File: config.mk
export PLATFORM = sky130hd
export DESIGN_NAME = sliding_window_stats_core
export DESIGN_NICKNAME = d
export VERILOG_FILES = /design/src/design/swst_pkg.sv /design/src/design/swst_ring.sv /design/src/design/swst_div.sv /design/src/design/sliding_window_stats_core.sv
export SDC_FILE = /design/constraint.sdc
export NUM_CORES = 1
export LEC_CHECK = 0
export BUFFER_PORTS_ARGS = -buffer_cell sky130_fd_sc_hd__buf_2
export CAP_MARGIN = 25
export CORE_MARGIN = 1
export CORE_UTILIZATION = 30
export DETAILED_ROUTE_END_ITERATION = 10
export SETUP_SLACK_MARGIN = 0.3
export SLEW_MARGIN = 5
export SYNTH_ARGS = -nofsm -noshare
export SYNTH_HDL_FRONTEND = slang
export SYNTH_SLANG_ARGS = --single-unit
export TNS_END_PERCENT = 1
File: constraint.sdc
create_clock -name clk -period 17.75 [get_ports clk]
set_input_delay 1.775 -clock clk [delete_from_list [all_inputs] [get_ports clk]]
set_output_delay 1.775 -clock clk [all_outputs]
set_load 0.03 [all_outputs]
File: src/design/swst_pkg.sv
`timescale 1ns / 1ps

package swst_pkg;

  localparam int SAMPLE_W = 16;
  localparam int CNT_W = 7;
  localparam int SUM_W = SAMPLE_W + CNT_W;
  localparam int MAX_WINDOW_DEF = 64;
  localparam logic [CNT_W-1:0] WINDOW_RESET = 7'd64;

  function automatic logic [CNT_W-1:0] eff_len(input logic [CNT_W-1:0] raw,
                                               input logic [CNT_W-1:0] cap);
    logic [CNT_W-1:0] len;
    len = raw;
    if (raw == '0) begin
      len = 7'd1;
    end else if (raw > cap) begin
      len = cap;
    end
    return len;
  endfunction

endpackage

File: src/design/swst_ring.sv
`timescale 1ns / 1ps

module swst_ring #(
  parameter int DEPTH = swst_pkg::MAX_WINDOW_DEF,
  parameter int AW = $clog2(DEPTH)
) (
  input  logic                          clk,
  input  logic                          we,
  input  logic [AW-1:0]                 waddr,
  input  logic [swst_pkg::SAMPLE_W-1:0] wdata,
  input  logic                          re,
  input  logic [AW-1:0]                 raddr,
  output logic [swst_pkg::SAMPLE_W-1:0] rdata
);
  import swst_pkg::*;

  logic [SAMPLE_W-1:0] mem [DEPTH];

  always_ff @(posedge clk) begin
    if (we) begin
      mem[waddr] <= wdata;
    end
    if (re) begin
      rdata <= mem[raddr];
    end
  end

endmodule

File: src/design/swst_div.sv
`timescale 1ns / 1ps

module swst_div (
  input  logic                                 clk,
  input  logic                                 rst,
  input  logic                                 start,
  input  logic signed [swst_pkg::SUM_W-1:0]    dividend,
  input  logic [swst_pkg::CNT_W-1:0]           divisor,
  output logic                                 done,
  output logic signed [swst_pkg::SAMPLE_W-1:0] quotient
);
  import swst_pkg::*;

  localparam int STEP_W = $clog2(SUM_W);
  localparam logic [STEP_W-1:0] LAST_STEP = STEP_W'(SUM_W - 1);

  logic              busy;
  logic [STEP_W-1:0] step;
  logic              neg;
  logic [SUM_W-1:0]  dq;
  logic [CNT_W-1:0]  rem;
  logic [CNT_W:0]    rem_sh;
  logic [CNT_W:0]    rem_sub;
  logic              ge;
  logic [SAMPLE_W-1:0] mag;

  always_comb begin
    rem_sh = {rem, dq[SUM_W-1]};
    ge = rem_sh >= {1'b0, divisor};
    rem_sub = rem_sh - {1'b0, divisor};
    mag = dq[SAMPLE_W-1:0];
    quotient = neg ? -$signed(mag) : $signed(mag);
  end

  always_ff @(posedge clk) begin
    if (rst) begin
      busy <= 1'b0;
      done <= 1'b0;
    end else begin
      done <= 1'b0;
      if (start) begin
        busy <= 1'b1;
        step <= '0;
        neg <= dividend[SUM_W-1];
        dq <= dividend[SUM_W-1] ? -dividend : dividend;
        rem <= '0;
      end else if (busy) begin
        rem <= ge ? rem_sub[CNT_W-1:0] : rem_sh[CNT_W-1:0];
        dq <= {dq[SUM_W-2:0], ge};
        step <= step + 1'b1;
        if (step == LAST_STEP) begin
          busy <= 1'b0;
          done <= 1'b1;
        end
      end
    end
  end

endmodule

File: src/design/sliding_window_stats_core.sv
`timescale 1ns / 1ps

// Keeps the last window_length signed Q8.8 samples and, for each sample taken,
// returns that sample with the mean, minimum and maximum of the held samples and
// their count. After a request is accepted, the held samples are read one per
// cycle through the single read port of the sample memory, then the mean comes
// from a divider that resolves one quotient bit per cycle over 23 steps. Input
// is taken again once the result is in the output register. Writing a window
// length whose effective value differs from the current one empties the window;
// the configuration port is always ready and must only be written while idle.
module sliding_window_stats_core #(
  parameter int MAX_WINDOW = swst_pkg::MAX_WINDOW_DEF
) (
  input  logic                                 clk,
  input  logic                                 rst,
  input  logic                                 cfg_valid,
  output logic                                 cfg_ready,
  input  logic [swst_pkg::CNT_W-1:0]           window_length,
  input  logic                                 in_valid,
  output logic                                 in_ready,
  input  logic signed [swst_pkg::SAMPLE_W-1:0] sample,
  output logic                                 out_valid,
  input  logic                                 out_ready,
  output logic signed [swst_pkg::SAMPLE_W-1:0] newest,
  output logic signed [swst_pkg::SAMPLE_W-1:0] mean,
  output logic signed [swst_pkg::SAMPLE_W-1:0] minimum,
  output logic signed [swst_pkg::SAMPLE_W-1:0] maximum,
  output logic [swst_pkg::CNT_W-1:0]           fill
);
  import swst_pkg::*;

  localparam int AW = $clog2(MAX_WINDOW);
  localparam int LEN_CAP_INT = (MAX_WINDOW < 127) ? MAX_WINDOW : 127;
  localparam logic [CNT_W-1:0] LEN_CAP = CNT_W'(LEN_CAP_INT);

  typedef enum logic [1:0] {
    IDLE,
    SCAN,
    DIVIDE,
    DONE
  } state_t;

  state_t                     state;
  logic [CNT_W-1:0]           win_raw;
  logic [CNT_W-1:0]           len_cur;
  logic [AW-1:0]              write_pos;
  logic [CNT_W-1:0]           held_count;
  logic [AW-1:0]              idx;
  logic                       issuing;
  logic                       rd_vld;
  logic                       first;
  logic signed [SUM_W-1:0]    sum;
  logic signed [SAMPLE_W-1:0] lo;
  logic signed [SAMPLE_W-1:0] hi;
  logic signed [SAMPLE_W-1:0] newest_r;
  logic                       div_start;
  logic                       div_done;
  logic signed [SAMPLE_W-1:0] div_q;
  logic [SAMPLE_W-1:0]        rdata;
  logic signed [SAMPLE_W-1:0] q;
  logic                       accept;
  logic                       re;

  assign len_cur = eff_len(win_raw, LEN_CAP);
  assign cfg_ready = 1'b1;
  assign in_ready = (state == IDLE);
  assign accept = in_valid && in_ready;
  assign re = (state == SCAN) && issuing;
  assign q = $signed(rdata);

  swst_ring #(
    .DEPTH(MAX_WINDOW)
  ) u_ring (
    .clk(clk),
    .we(accept),
    .waddr(write_pos),
    .wdata(sample),
    .re(re),
    .raddr(idx),
    .rdata(rdata)
  );

  swst_div u_div (
    .clk(clk),
    .rst(rst),
    .start(div_start),
    .dividend(sum),
    .divisor(held_count),
    .done(div_done),
    .quotient(div_q)
  );

  always_ff @(posedge clk) begin
    if (rst) begin
      state <= IDLE;
      win_raw <= WINDOW_RESET;
      write_pos <= '0;
      held_count <= '0;
      out_valid <= 1'b0;
      div_start <= 1'b0;
      issuing <= 1'b0;
      rd_vld <= 1'b0;
    end else begin
      div_start <= 1'b0;
      if (out_valid && out_ready && (state != DONE)) begin
        out_valid <= 1'b0;
      end
      if (cfg_valid && cfg_ready) begin
        win_raw <= window_length;
        if (eff_len(window_length, LEN_CAP) != len_cur) begin
          write_pos <= '0;
          held_count <= '0;
        end
      end
      case (state)
        IDLE: begin
          if (accept) begin
            newest_r <= sample;
            if (int'(write_pos) + 1 == int'(len_cur)) begin
              write_pos <= '0;
            end else begin
              write_pos <= write_pos + 1'b1;
            end
            if (held_count < len_cur) begin
              held_count <= held_count + 1'b1;
            end
            idx <= '0;
            issuing <= 1'b1;
            rd_vld <= 1'b0;
            first <= 1'b1;
            state <= SCAN;
          end
        end
        SCAN: begin
          rd_vld <= issuing;
          if (issuing) begin
            if (int'(idx) + 1 == int'(held_count)) begin
              issuing <= 1'b0;
            end else begin
              idx <= idx + 1'b1;
            end
          end
          if (rd_vld) begin
            first <= 1'b0;
            if (first) begin
              sum <= SUM_W'(q);
              lo <= q;
              hi <= q;
            end else begin
              sum <= sum + SUM_W'(q);
              if (q < lo) begin
                lo <= q;
              end
              if (q > hi) begin
                hi <= q;
              end
            end
          end
          if (!issuing && !rd_vld) begin
            div_start <= 1'b1;
            state <= DIVIDE;
          end
        end
        DIVIDE: begin
          if (div_done) begin
            state <= DONE;
          end
        end
        DONE: begin
          if (!out_valid || out_ready) begin
            out_valid <= 1'b1;
            newest <= newest_r;
            mean <= div_q;
            minimum <= lo;
            maximum <= hi;
            fill <= held_count;
            state <= IDLE;
          end
        end
        default: begin
          state <= IDLE;
        end
      endcase
    end
  end

  assert property (@(posedge clk) disable iff (rst) held_count <= len_cur)
    else $error("held count exceeds window length");

  assert property (@(posedge clk) disable iff (rst) int'(write_pos) < int'(len_cur))
    else $error("write position outside window");

  assert property (@(posedge clk) disable iff (rst)
    $rose(out_valid) |-> (fill != '0) && (minimum <= maximum))
    else $error("result with empty window or minimum above maximum");

  assert property (@(posedge clk) disable iff (rst)
    $rose(out_valid) |-> (mean >= minimum) && (mean <= maximum))
    else $error("mean outside minimum and maximum");

  assert property (@(posedge clk) disable iff (rst) accept |=> state == SCAN && held_count != '0)
    else $error("accepted request did not start a scan");

endmodule

# ---- Word level (Yosys, flattened, before mapping)
# Memories as Yosys holds them, arrays and structs flattened. A register that Yosys moved wholly into a read port is not among the register bits.
# Cells that the tools add are included.
# W data, S select, Z words.
dict set report op_classes {
  add_sub_neg 10
  order_cmp 6
  n_eq_ne 15
  mux 55
  n_bitwise 3
  n_reduce_logical 29
}
# cell count
set op_table {}
lappend op_table {{$mux W23} 4}
lappend op_table {{$mux W7} 13}
lappend op_table {{$mux W16} 5}
lappend op_table {{$mux W6} 8}
lappend op_table {{$add A23 B16 Y23} 1}
lappend op_table {{$neg A23 Y23} 1}
lappend op_table {{$gt A16 B16 Y1} 1}
lappend op_table {{$lt A16 B16 Y1} 1}
lappend op_table {{$neg A16 Y16} 1}
lappend op_table {{$reduce_and A4 Y1} 4}
lappend op_table {{$mux W1} 15}
lappend op_table {{$add A6 B1 Y7 const B} 2}
lappend op_table {{$eq A7 B7 Y1} 2}
lappend op_table {{$gt A7 B7 Y1 const B} 2}
lappend op_table {{$logic_not A7 Y1} 2}
lappend op_table {{$add A6 B1 Y6 const B} 2}
lappend op_table {{$pmux W6 S2} 1}
lappend op_table {{$ne A2 B2 Y1 const B} 5}
lappend op_table {{$reduce_and A3 Y1} 3}
lappend op_table {{$ge A8 B7 Y1} 1}
lappend op_table {{$mux W2} 4}
lappend op_table {{$pmux W2 S4} 1}
lappend op_table {{$reduce_bool A2 Y1} 4}
lappend op_table {{$add A7 B1 Y7 const B} 1}
lappend op_table {{other kinds (19)} 34}
dict set report word_totals {
  ff_bits 213
  ramBits 1024
  in_bits 28
  output_inout_bits 74
  elab_cells 144
  mem_count 1
}
# memory depth width read_ports rd_ports_with_merged_regs wr line_no
set mem_list {}
lappend mem_list {u_ring.mem 64 16 1 1 1 swst_ring.sv:17} ;# logic [SAMPLE_W-1:0] mem [DEPTH];

# ---- Longest topological paths before layout
# Gate-level depths: netlist of the first run.
dict set report logic_depth {
  word_depth 11
  depth_mapped 11
  depth_no_buf 11
}

# ---- Modules after synthesis
# A second synthesis of the first run with hierarchy kept.
dict set report hier_totals {
  hier_cells 2809
  area_unflattened_um2 51460.6
}
# mod instances cells_each area_each_um2 seq_area_each_um2
set by_module_without_submodules {}
lappend by_module_without_submodules {swst_ring 1 1835 40233.6 31230.0}
lappend by_module_without_submodules {sliding_window_stats_core 1 689 8503.2 4994.8}
lappend by_module_without_submodules {swst_div 1 285 2723.9 1121.1}

# ---- Worst setup path after synthesis of the first run
# No wires, ideal clock.
dict set report synth_timing {
  kind {in2reg}
  startpoint {input port rst}
  endpoint {register fill[0] (netlist bit) (enable)}
  setup_ps 602
  arrival_ps 7210
  t_required_ps 17148
  path_slack_ps 9938
  path_stages 2
  n_path_buf 1
  path_cell_list {clkbuf_1 -> nor3b_1}
}
dict set report synth_between {
  elab_chain_len 2
}
# element line_no
set synth_rtl {}
lappend synth_rtl {{start: declaration} sliding_window_stats_core.sv:15} ;# input logic rst,
lappend synth_rtl {{$not A1 Y1 (no line)} -}
lappend synth_rtl {{$reduce_and A3 Y1 (no line)} -}
lappend synth_rtl {{end signal: assignment} sliding_window_stats_core.sv:176} ;# fill <= held_count;
lappend synth_rtl {{end: declaration} sliding_window_stats_core.sv:28} ;# output logic [swst_pkg::CNT_W-1:0] fill
# Every way passes these cells.
# A chain may end at the register's enable or synchronous reset.

==> flow_summary.html, run 1 <==
<table>
<tr><th>Metric</th><th>Value</th></tr>
<tr><th colspan="2">Global routing</th></tr>
<tr><td>Overflow left after global routing</td><td>0</td></tr>
<tr><td>GRT Resource Usage Total</td><td>approximately 14%</td></tr>
<tr><td>Initial antenna violation count</td><td>20</td></tr>
<tr><td>Largest net degree at the start of global routing</td><td>roughly 150</td></tr>
<tr><td>Global-route wire length before repair</td><td>178 mm</td></tr>
<tr><td>Number of global-route vias before repair</td><td>24,898</td></tr>
<tr><th colspan="2">Worst setup path</th></tr>
<tr><td>Worst reg2reg startpoint</td><td>idx[1]</td></tr>
<tr><td>Critical path endpoint category</td><td>register</td></tr>
<tr><td>Worst path most repeated cell</td><td>sky130_fd_sc_hd__mux4_2</td></tr>
<tr><td>Worst Setup EP</td><td>u_ring.rdata[5]</td></tr>
<tr><td>Crit path from</td><td>idx[1]</td></tr>
<tr><td>Buffers and inverters on the worst path</td><td>3</td></tr>
<tr><td>Slack of the worst reg-to-reg path</td><td>13,540 ps</td></tr>
<tr><td>Top cell family by delay on the critical path</td><td>buffers and inverters</td></tr>
<tr><td>CP Depth</td><td>6</td></tr>
<tr><td>Category of the critical setup timing path</td><td>register to register</td></tr>
<tr><td>Startpoint kind of the worst setup timing path</td><td>register</td></tr>
<tr><td>Data arrival time of the critical path</td><td>approximately 4700 ps</td></tr>
<tr><td>Worst endpoint required time</td><td>roughly 18,000 ps</td></tr>
<tr><td>CP peak stage delay</td><td>860 ps</td></tr>
<tr><td>Worst Path Max Fanout</td><td>approximately 150</td></tr>
<tr><td>Cell count of the worst reg-to-reg path</td><td>6</td></tr>
<tr><td>Endpoint of the most critical register-to-register path</td><td>u_ring.rdata[5]</td></tr>
<tr><td>Series of cell instances along the critical path</td><td>buf_4 -&gt; buf_12 -&gt; buf_4 -&gt; mux4_2 -&gt; mux4_2 -&gt; mux4_2</td></tr>
<tr><td>CP max stage cell</td><td>sky130_fd_sc_hd__buf_4</td></tr>
<tr><th colspan="2">Floorplanning</th></tr>
<tr><td>Floorplan Core Area</td><td>about 170,000 sq um</td></tr>
<tr><td>Io pins</td><td>between 100 and 150</td></tr>
<tr><td>Total die area</td><td>171,000 sq um</td></tr>
<tr><td>Effective utilization at floorplan</td><td>30.3%</td></tr>
<tr><td>Number of rows in the core area</td><td>150</td></tr>
<tr><td>Floorplan die height</td><td>between 400 and 500 um</td></tr>
<tr><td>Die X-Extent</td><td>a little over 400 um</td></tr>
<tr><th colspan="2">Detailed routing</th></tr>
<tr><td>Final ANT Viol Nets</td><td>0</td></tr>
<tr><td>Met3 Wirelength</td><td>9.71 mm</td></tr>
<tr><td>Total length of routed wires</td><td>124 mm</td></tr>
<tr><td>Top routing layer in use</td><td>met5</td></tr>
<tr><td>Met2 WL</td><td>58.0 mm</td></tr>
<tr><td>Average detailed-routed wire length per instance</td><td>24.6 um</td></tr>
<tr><td>Metal-1 WL</td><td>52.9 mm</td></tr>
<tr><td>Number of remaining DRC errors</td><td>0</td></tr>
<tr><td>Total iterations of the first detailed-routing run</td><td>5</td></tr>
<tr><td>Overall via count from detail_route</td><td>25,224</td></tr>
<tr><td>Post-DR vias/cell</td><td>between 5 and 6</td></tr>
<tr><td>Starting DRT DRC Count</td><td>between 2,000 and 3,000</td></tr>
<tr><th colspan="2">Hold path</th></tr>
<tr><td>Class of the tightest hold or removal check</td><td>register to register</td></tr>
<tr><td>Startpoint of the tightest hold check path</td><td>newest_r[9]</td></tr>
<tr><th colspan="2">Logic synthesis</th></tr>
<tr><td>Cell with the most instances after synthesis</td><td>sky130_fd_sc_hd__edfxtp_1</td></tr>
<tr><td>Average footprint of a synthesized cell</td><td>approximately 20 sq um</td></tr>
<tr><td>Share of synthesized flip-flops with an asynchronous set or reset</td><td>0%</td></tr>
<tr><td>Sequential area share after synthesis</td><td>~74%</td></tr>
<tr><td>Share of Yosys cell area claimed by the top area cell type</td><td>72.5%</td></tr>
<tr><td>Count of flip-flops with a built-in enable after synthesis</td><td>1,225</td></tr>
<tr><td>Cell variety after synth</td><td>74</td></tr>
<tr><td>Most used DFF post-synth</td><td>sky130_fd_sc_hd__edfxtp_1</td></tr>
<tr><td>Cell accounting for the most synthesized area</td><td>sky130_fd_sc_hd__edfxtp_1</td></tr>
<tr><td>Warnings, synthesis</td><td>0</td></tr>
<tr><td>Most frequent cells after synthesis</td><td>sky130_fd_sc_hd__edfxtp_1, sky130_fd_sc_hd__mux4_2, sky130_fd_sc_hd__nor2_1</td></tr>
<tr><td>Instance count of the mapped netlist</td><td>2,530</td></tr>
<tr><td>Number of register bits inferred by synthesis</td><td>1,253</td></tr>
<tr><td>Synth top area cells</td><td>sky130_fd_sc_hd__edfxtp_1, sky130_fd_sc_hd__mux4_2, sky130_fd_sc_hd__ha_1</td></tr>
<tr><td>Post-Syn Nets</td><td>2,637</td></tr>
<tr><td>Mapped Area</td><td>between 50,000 and 60,000 sq um</td></tr>
<tr><th colspan="2">Pwr</th></tr>
<tr><td>Total power of the final layout</td><td>between 7 and 8 mW</td></tr>
<tr><td>Peak supply drop</td><td>approximately 0.000098 V</td></tr>
<tr><td>Power Density</td><td>126 nW/um^2</td></tr>
<tr><td>Leakage power figure</td><td>18.6 nW</td></tr>
<tr><th colspan="2">CTS</th></tr>
<tr><td>Clock tree from TritonCTS</td><td>yes</td></tr>
<tr><td>Number of gates given a new drive strength after cts</td><td>0</td></tr>
<tr><td>Maximum clock path buffer count</td><td>3</td></tr>
<tr><td>Clock latency reported for the late side of the worst-skew pair</td><td>750 ps</td></tr>
<tr><td>Hold-fix buffers, CTS</td><td>0</td></tr>
<tr><td>CTS Buf Count</td><td>120</td></tr>
<tr><td>Clock-pin slew of the registers on the worst-case setup and hold paths</td><td>roughly 60 ps</td></tr>
<tr><td>Clock H-tree levels</td><td>3</td></tr>
<tr><td>Clock Root Buffer</td><td>sky130_fd_sc_hd__clkbuf_16</td></tr>
<tr><td>Clock tree sinks</td><td>~1,300</td></tr>
<tr><td>Total setup buffers inserted after CTS</td><td>0</td></tr>
<tr><th colspan="2">Job</th></tr>
<tr><td>Number of max-capacitance violations reported</td><td>0</td></tr>
<tr><th colspan="2">Timing</th></tr>
<tr><td>Transition time at the pin with the least slew margin</td><td>1250 ps</td></tr>
<tr><td>Unrepaired setup endpoints after global routing</td><td>no</td></tr>
<tr><td>Fmax achieved</td><td>237 MHz</td></tr>
<tr><td>Setup-violating endpoint count in the final report</td><td>0</td></tr>
<tr><td>Setup TNS Final</td><td>0 ps</td></tr>
<tr><td>Clk_skew</td><td>42.2 ps</td></tr>
<tr><td>Hold Fails Final Rpt</td><td>0</td></tr>
<tr><td>Number of pins exceeding their max-slew limit in the final report</td><td>0</td></tr>
<tr><td>Worst rel slew slack</td><td>16.4%</td></tr>
<tr><td>Part of the cycle the worst path needs</td><td>23.7%</td></tr>
<tr><td>Post-layout min period</td><td>about 4200 ps</td></tr>
<tr><th colspan="2">Place</th></tr>
<tr><td># port buffers</td><td>100</td></tr>
<tr><td>Post-DP HPWL</td><td>about 75 mm</td></tr>
<tr><td>Final weighted congestion in routability-driven placement</td><td>just under 0.8</td></tr>
<tr><th colspan="2">Cells and area</th></tr>
<tr><td>Number of filler instances in the final layout</td><td>roughly 16,000</td></tr>
<tr><td>Number of nets in the layout</td><td>2,845</td></tr>
<tr><td>Fraction of final layout cells sized beyond drive strength 1</td><td>a little over a quarter</td></tr>
<tr><td>Multi-input logic area</td><td>12,600 sq um</td></tr>
<tr><td>Area delta synth-&gt;final</td><td>15.1%</td></tr>
<tr><td>Area of all sequential standard cells</td><td>37,300 sq um</td></tr>
<tr><th colspan="2">Status</th></tr>
<tr><td>Outcome</td><td>complete, no violations</td></tr>
</table>
==> sequential cells by signal (all words and copies together) (netlist names), 16 cells and up <==
register and cells:
u_ring.rdata 16, hi 16, u_div.dq 23, lo 16
newest 16, maximum 16, sum 23, u_ring.mem 1024
minimum 16, mean 16, newest_r 16
==> through the flow <==
step | cell area, sq um | utilization (%) | setup slack (ps) | std cells | hold WS, ps
floorplan | 50700 | - | 9940 | 2530 | 400
global placement | 54200 | 32.4 | 13410 | 4810 | 402
detailed placement | 54400 | 32.5 | 13340 | 4818 | 405
CTS | 58300 | 34.8 | 13310 | 5036 | 414
global route | 58400 | 34.9 | 13310 | 5041 | 425
finish | 58400 | 34.9 | 13540 | 5042 | 414
==> worst min path at each step <==
stage	endpoint	depth (start not counted)	slack [ps]
after floorplan	newest[0]	0	400
after global placement	newest[9]	0	400
after detailed placement	newest[9]	0	400
after CTS	newest[9]	0	410
after global routing	newest[3]	0	420
final	newest[9]	0	410
==> where the power goes <==
part	internal [mW]	leakage (nW)	switching, mW
Clock	1.50	1.93	1.10
Sequential	3.35	11.3	0.0572
Combinational	0.622	5.40	0.760
==> layer usage <==
layer,vias to the layer above,global-route usage [%]
li1,10811,-
met1,13290,20.0
met2,938,22.6
met3,179,3.28
met4,6,4.20
met5,-,0
==> cells in the final DEF (no fill, tap or decap), types with 28 or more instances in the layout <==
| cell type | instances |
|---|---|
| sky130_fd_sc_hd__xor2_1 | 36 |
| sky130_fd_sc_hd__edfxtp_1 | 1225 |
| sky130_fd_sc_hd__a21oi_1 | 66 |
| sky130_fd_sc_hd__buf_4 | 94 |
| sky130_fd_sc_hd__nand3_1 | 28 |
| sky130_fd_sc_hd__o21ai_1 | 33 |
| sky130_fd_sc_hd__clkbuf_16 | 123 |
| sky130_fd_sc_hd__nand2_1 | 70 |
| sky130_fd_sc_hd__inv_1 | 59 |
| sky130_fd_sc_hd__xnor2_1 | 45 |
| sky130_fd_sc_hd__ha_1 | 77 |
| sky130_fd_sc_hd__buf_2 | 100 |
| sky130_fd_sc_hd__nor2_1 | 139 |
| sky130_fd_sc_hd__mux4_2 | 336 |
==> kinds of logic after synthesis <==
group                      after synthesis  synth area share (%)
and+or+nand+nor                        357                  3.35
DFF                                   1253                  73.6
buffers and inverters                  182                  1.50
muxes                                  351                  15.2
xor gates and xnor gates                81                  1.40
AOI/OAI and AO/OA                      226                  2.88
adders and majority gates               79                  1.98
other                                    1               0.00740
==> layout make-up <==
type                       count  area share [%]
clock inverter                72            1.40
sequential                  1253            64.0
multi-input combinational   1095            21.7
tap                         2204            4.72
antenna                        4          0.0171
inverter                      63           0.405
timing repair buffer         205            2.40
clock buffer                 146            5.42
Power figures use the tool's default switching activity.
==> inputs of run 2 (changes only) <==
==> constraint.sdc (replaced) <==
create_clock -name clk -period 3.9 [get_ports clk]
set_input_delay 0.39 -clock clk [delete_from_list [all_inputs] [get_ports clk]]
set_output_delay 0.39 -clock clk [all_outputs]
set_load 0.03 [all_outputs]
==> flow_summary.html, run 2 (synthesis gave the netlist of run 1 again) <==
<table>
<tr><th>Metric</th><th>Value</th></tr>
<tr><th colspan="2">CTS</th></tr>
<tr><td>Clock H-tree levels</td><td>4 (was 3)</td></tr>
<tr><td>Clock tree sinks</td><td>1,253 (unchanged)</td></tr>
<tr><td>Number of gates given a new drive strength after cts</td><td>0 (unchanged)</td></tr>
<tr><td>Maximum clock path buffer count</td><td>3 (unchanged)</td></tr>
<tr><td>Clock-pin slew of the registers on the worst-case setup and hold paths</td><td>60 ps (about the same)</td></tr>
<tr><td>CTS Buf Count</td><td>131 (was 120)</td></tr>
<tr><td>Clock Root Buffer</td><td>sky130_fd_sc_hd__clkbuf_16 (unchanged)</td></tr>
<tr><td>Clock latency reported for the late side of the worst-skew pair</td><td>750 ps (about the same)</td></tr>
<tr><td>Clock tree from TritonCTS</td><td>yes (unchanged)</td></tr>
<tr><th colspan="2">Pwr</th></tr>
<tr><td>Power Density</td><td>577 nW/um^2 (was 126 nW/um^2)</td></tr>
<tr><td>Leakage power figure</td><td>18.8 nW (was 18.6 nW)</td></tr>
<tr><td>Peak supply drop</td><td>0.000430 V (was 0.0000978 V)</td></tr>
<tr><td>Total power of the final layout</td><td>34.0 mW (was 7.38 mW)</td></tr>
<tr><th colspan="2">Status</th></tr>
<tr><td>Outcome</td><td>complete, no violations (unchanged)</td></tr>
<tr><th colspan="2">Place</th></tr>
<tr><td>Worst setup slack before clock tree synthesis</td><td>725 ps (was 13,340 ps)</td></tr>
<tr><td>Placed cell count</td><td>4,840 (was 4,818)</td></tr>
<tr><td>Final weighted congestion in routability-driven placement</td><td>0.812 (was 0.787)</td></tr>
<tr><td>Post-DP HPWL</td><td>76.7 mm (was 74.7 mm)</td></tr>
<tr><td>DP Area</td><td>54,700 sq um (was 54,400 sq um)</td></tr>
<tr><td># port buffers</td><td>100 (unchanged)</td></tr>
<tr><th colspan="2">Worst setup path</th></tr>
<tr><td>Worst reg2reg startpoint</td><td>state[0] (was idx[1])</td></tr>
<tr><td>Slack of the worst reg-to-reg path</td><td>770 ps (was 13,540 ps)</td></tr>
<tr><td>Data arrival time of the critical path</td><td>3560 ps (was 4670 ps)</td></tr>
<tr><td>Category of the critical setup timing path</td><td>register to register (unchanged)</td></tr>
<tr><td>Cell count of the worst reg-to-reg path</td><td>7 (was 6)</td></tr>
<tr><td>Startpoint kind of the worst setup timing path</td><td>register (unchanged)</td></tr>
<tr><td>Worst endpoint required time</td><td>4330 ps (was 18,210 ps)</td></tr>
<tr><td>Endpoint of the most critical register-to-register path</td><td>u_ring.mem[13][8] (was u_ring.rdata[5])</td></tr>
<tr><td>Worst Path Max Fanout</td><td>7 (was 151)</td></tr>
<tr><td>Critical path endpoint category</td><td>register (unchanged)</td></tr>
<tr><th colspan="2">Cells and area</th></tr>
<tr><td>Most common cell after layout, fill and taps aside</td><td>sky130_fd_sc_hd__edfxtp_1 (unchanged)</td></tr>
<tr><td>Commonest cells after routing, fill and taps aside</td><td>sky130_fd_sc_hd__edfxtp_1, sky130_fd_sc_hd__mux4_2, sky130_fd_sc_hd__clkbuf_16 (was sky130_fd_sc_hd__edfxtp_1, sky130_fd_sc_hd__mux4_2, sky130_fd_sc_hd__nor2_1)</td></tr>
<tr><td>Number of non-filler instances in the completed layout</td><td>5,084 (was 5,042)</td></tr>
<tr><td>Number of nets in the layout</td><td>2,887 (was 2,845)</td></tr>
<tr><td>End-of-flow core utilization</td><td>35.2% (was 34.9%)</td></tr>
<tr><td>Area delta synth-&gt;final</td><td>16.2% (was 15.1%)</td></tr>
<tr><td>Largest regs</td><td>u_ring.mem (1024), sum (23), u_div.dq (23) (unchanged)</td></tr>
<tr><td>Register containing the most flip-flops in the final layout</td><td>u_ring.mem (unchanged)</td></tr>
<tr><td>Number of flip-flops under the largest register name</td><td>1,024 (unchanged)</td></tr>
<tr><td>Layout Cell Area excl Fill</td><td>58,900 sq um (was 58,400 sq um)</td></tr>
<tr><td>Fraction of final layout cells sized beyond drive strength 1</td><td>27.2% (was 26.1%)</td></tr>
<tr><th colspan="2">Timing</th></tr>
<tr><td>Hold Fails Final Rpt</td><td>0 (unchanged)</td></tr>
<tr><td>Final worst slack</td><td>772 ps (was 13,540 ps)</td></tr>
<tr><td>Part of the cycle the worst path needs</td><td>80.2% (was 23.7%)</td></tr>
<tr><td>Post-layout min period</td><td>3130 ps (was 4210 ps)</td></tr>
<tr><td>Clk_skew</td><td>29.5 ps (was 42.2 ps)</td></tr>
<tr><td>Fmax achieved</td><td>320 MHz (was 237 MHz)</td></tr>
<tr><td>Worst rel slew slack</td><td>32.7% (was 16.4%)</td></tr>
<tr><td>Unrepaired setup endpoints after global routing</td><td>no (unchanged)</td></tr>
<tr><td>Setup-violating endpoint count in the final report</td><td>0 (unchanged)</td></tr>
<tr><td>Setup TNS Final</td><td>0 ps (unchanged)</td></tr>
<tr><td>Number of pins exceeding their max-slew limit in the final report</td><td>0 (unchanged)</td></tr>
<tr><td>Final worst hold slack</td><td>67.8 ps (was 414 ps)</td></tr>
<tr><td>Transition time at the pin with the least slew margin</td><td>1010 ps (was 1250 ps)</td></tr>
<tr><th colspan="2">Global routing</th></tr>
<tr><td>Overflow left after global routing</td><td>0 (unchanged)</td></tr>
<tr><td>Met1 routing resource usage after global routing</td><td>20.8% (was 20.0%)</td></tr>
<tr><td>GRT Resource Usage Total</td><td>15.0% (was 14.4%)</td></tr>
<tr><td>Number of global-route vias before repair</td><td>25,436 (was 24,898)</td></tr>
<tr><td>Largest net degree at the start of global routing</td><td>78 (was 152)</td></tr>
<tr><td>Met3 capacity usage during global routing</td><td>2.49% (was 3.28%)</td></tr>
<tr><td>Met2 usage in global routing</td><td>24.3% (was 22.6%)</td></tr>
<tr><td>Global-route wire length before repair</td><td>184 mm (was 178 mm)</td></tr>
<tr><td>Initial antenna violation count</td><td>11 (was 20)</td></tr>
<tr><td>Grt peak-use layer</td><td>met2 (unchanged)</td></tr>
<tr><th colspan="2">Floorplanning</th></tr>
<tr><td>Io pins</td><td>102 (unchanged)</td></tr>
<tr><td>Total die area</td><td>171,000 sq um (unchanged)</td></tr>
<tr><td>Die X-Extent</td><td>413 um (unchanged)</td></tr>
<tr><td>Floorplan die height</td><td>413 um (unchanged)</td></tr>
<tr><td>Number of rows in the core area</td><td>150 (unchanged)</td></tr>
<tr><td>Floorplan Core Area</td><td>167,000 sq um (unchanged)</td></tr>
<tr><td>Effective utilization at floorplan</td><td>30.3% (unchanged)</td></tr>
<tr><th colspan="2">Hold path</th></tr>
<tr><td>Class of the tightest hold or removal check</td><td>primary input to register (was register to register)</td></tr>
<tr><td>Worst min-delay path endpoint</td><td>u_ring.mem[35][14] (was newest[9])</td></tr>
<tr><td>Startpoint of the tightest hold check path</td><td>sample[14] (was newest_r[9])</td></tr>
<tr><td>Worst hold path stage count</td><td>1 (was 0)</td></tr>
<tr><th colspan="2">Detailed routing</th></tr>
<tr><td>Total iterations of the first detailed-routing run</td><td>5 (unchanged)</td></tr>
<tr><td>Overall via count from detail_route</td><td>25,512 (was 25,224)</td></tr>
<tr><td>Average detailed-routed wire length per instance</td><td>25.2 um (was 24.6 um)</td></tr>
<tr><td>Post-DR vias/cell</td><td>5.02 (was 5.00)</td></tr>
<tr><td>Starting DRT DRC Count</td><td>2,962 (was 2,740)</td></tr>
<tr><td>Number of remaining DRC errors</td><td>0 (unchanged)</td></tr>
<tr><td>Final ANT Viol Nets</td><td>0 (unchanged)</td></tr>
<tr><td>Total length of routed wires</td><td>128 mm (was 124 mm)</td></tr>
<tr><th colspan="2">Job</th></tr>
<tr><td>Number of max-capacitance violations reported</td><td>0 (unchanged)</td></tr>
</table>
-- run 2: cell count changes in the layout (fill, tap and decap cells not counted), moves of 11 or more --
cell                            change
sky130_fd_sc_hd__buf_12            +14
sky130_fd_sc_hd__buf_4             +11
sky130_fd_sc_hd__clkbuf_16         +13
sky130_fd_sc_hd__dlygate4sd3_1     +11
sky130_fd_sc_hd__nor2_2            +13
sky130_fd_sc_hd__nor2_1            -13
-- run 2: area by class of cell --
type | count | area, sq um
Inverter | 63 | 236
Multi-Input combinational cell | 1095 | 12700
Fill cell | 15544 | 109000
Tap cell | 2204 | 2760
Antenna cell | 4 | 10.0
Timing Repair Buffer | 236 | 1800
Clock inverter | 64 | 533
Clock buffer | 165 | 3530
Sequential cell | 1253 | 37300
-- run 2: worst max-delay path, stage by stage, from the launching register on --
cell and delay, ps:
sky130_fd_sc_hd__dfxtp_1 330, sky130_fd_sc_hd__inv_1 100, sky130_fd_sc_hd__ha_1 330, sky130_fd_sc_hd__nand2_1 220
sky130_fd_sc_hd__nor2_1 450, sky130_fd_sc_hd__nand3_1 410, sky130_fd_sc_hd__nor2_1 660, sky130_fd_sc_hd__buf_4 320
-- run 2: power breakdown --
part	total [mW]	switching, mW	internal [mW]
Combinational	6.48	3.53	2.95
Sequential	15.5	0.245	15.2
Clock	12.0	5.08	6.93
Total	34.0	8.86	25.1
-- run 2: what timing repair did --
action | in CTS | in global routing
endpoints found under the hold margin | 9 | 0
hold buffers | 11 | 0
buffers inserted | 0 | 0
-- run 2: metal layers --
layer / part of all wire [%] / vias up
li1: - / 10899
met1: 43 / 13508
met2: 48 / 938
met3: 7.0 / 161
met4: 2.0 / 6
met5: 0.030 / -
-- run 2: worst max-delay path by stage --
stage / endpoint / slack, ps / start / cells after the start
final: u_ring.mem[13][8] / 770 / state[0] / 7
after global routing: u_ring.mem[13][7] / 610 / state[0] / 7
after CTS: u_ring.rdata[13] / 730 / idx[0] / 5
after detailed placement: u_ring.rdata[13] / 730 / idx[0] / 5
after global placement: u_ring.rdata[13] / 720 / idx[0] / 5
after floorplan: u_ring.mem[32][0] / 750 / state[0] / 7
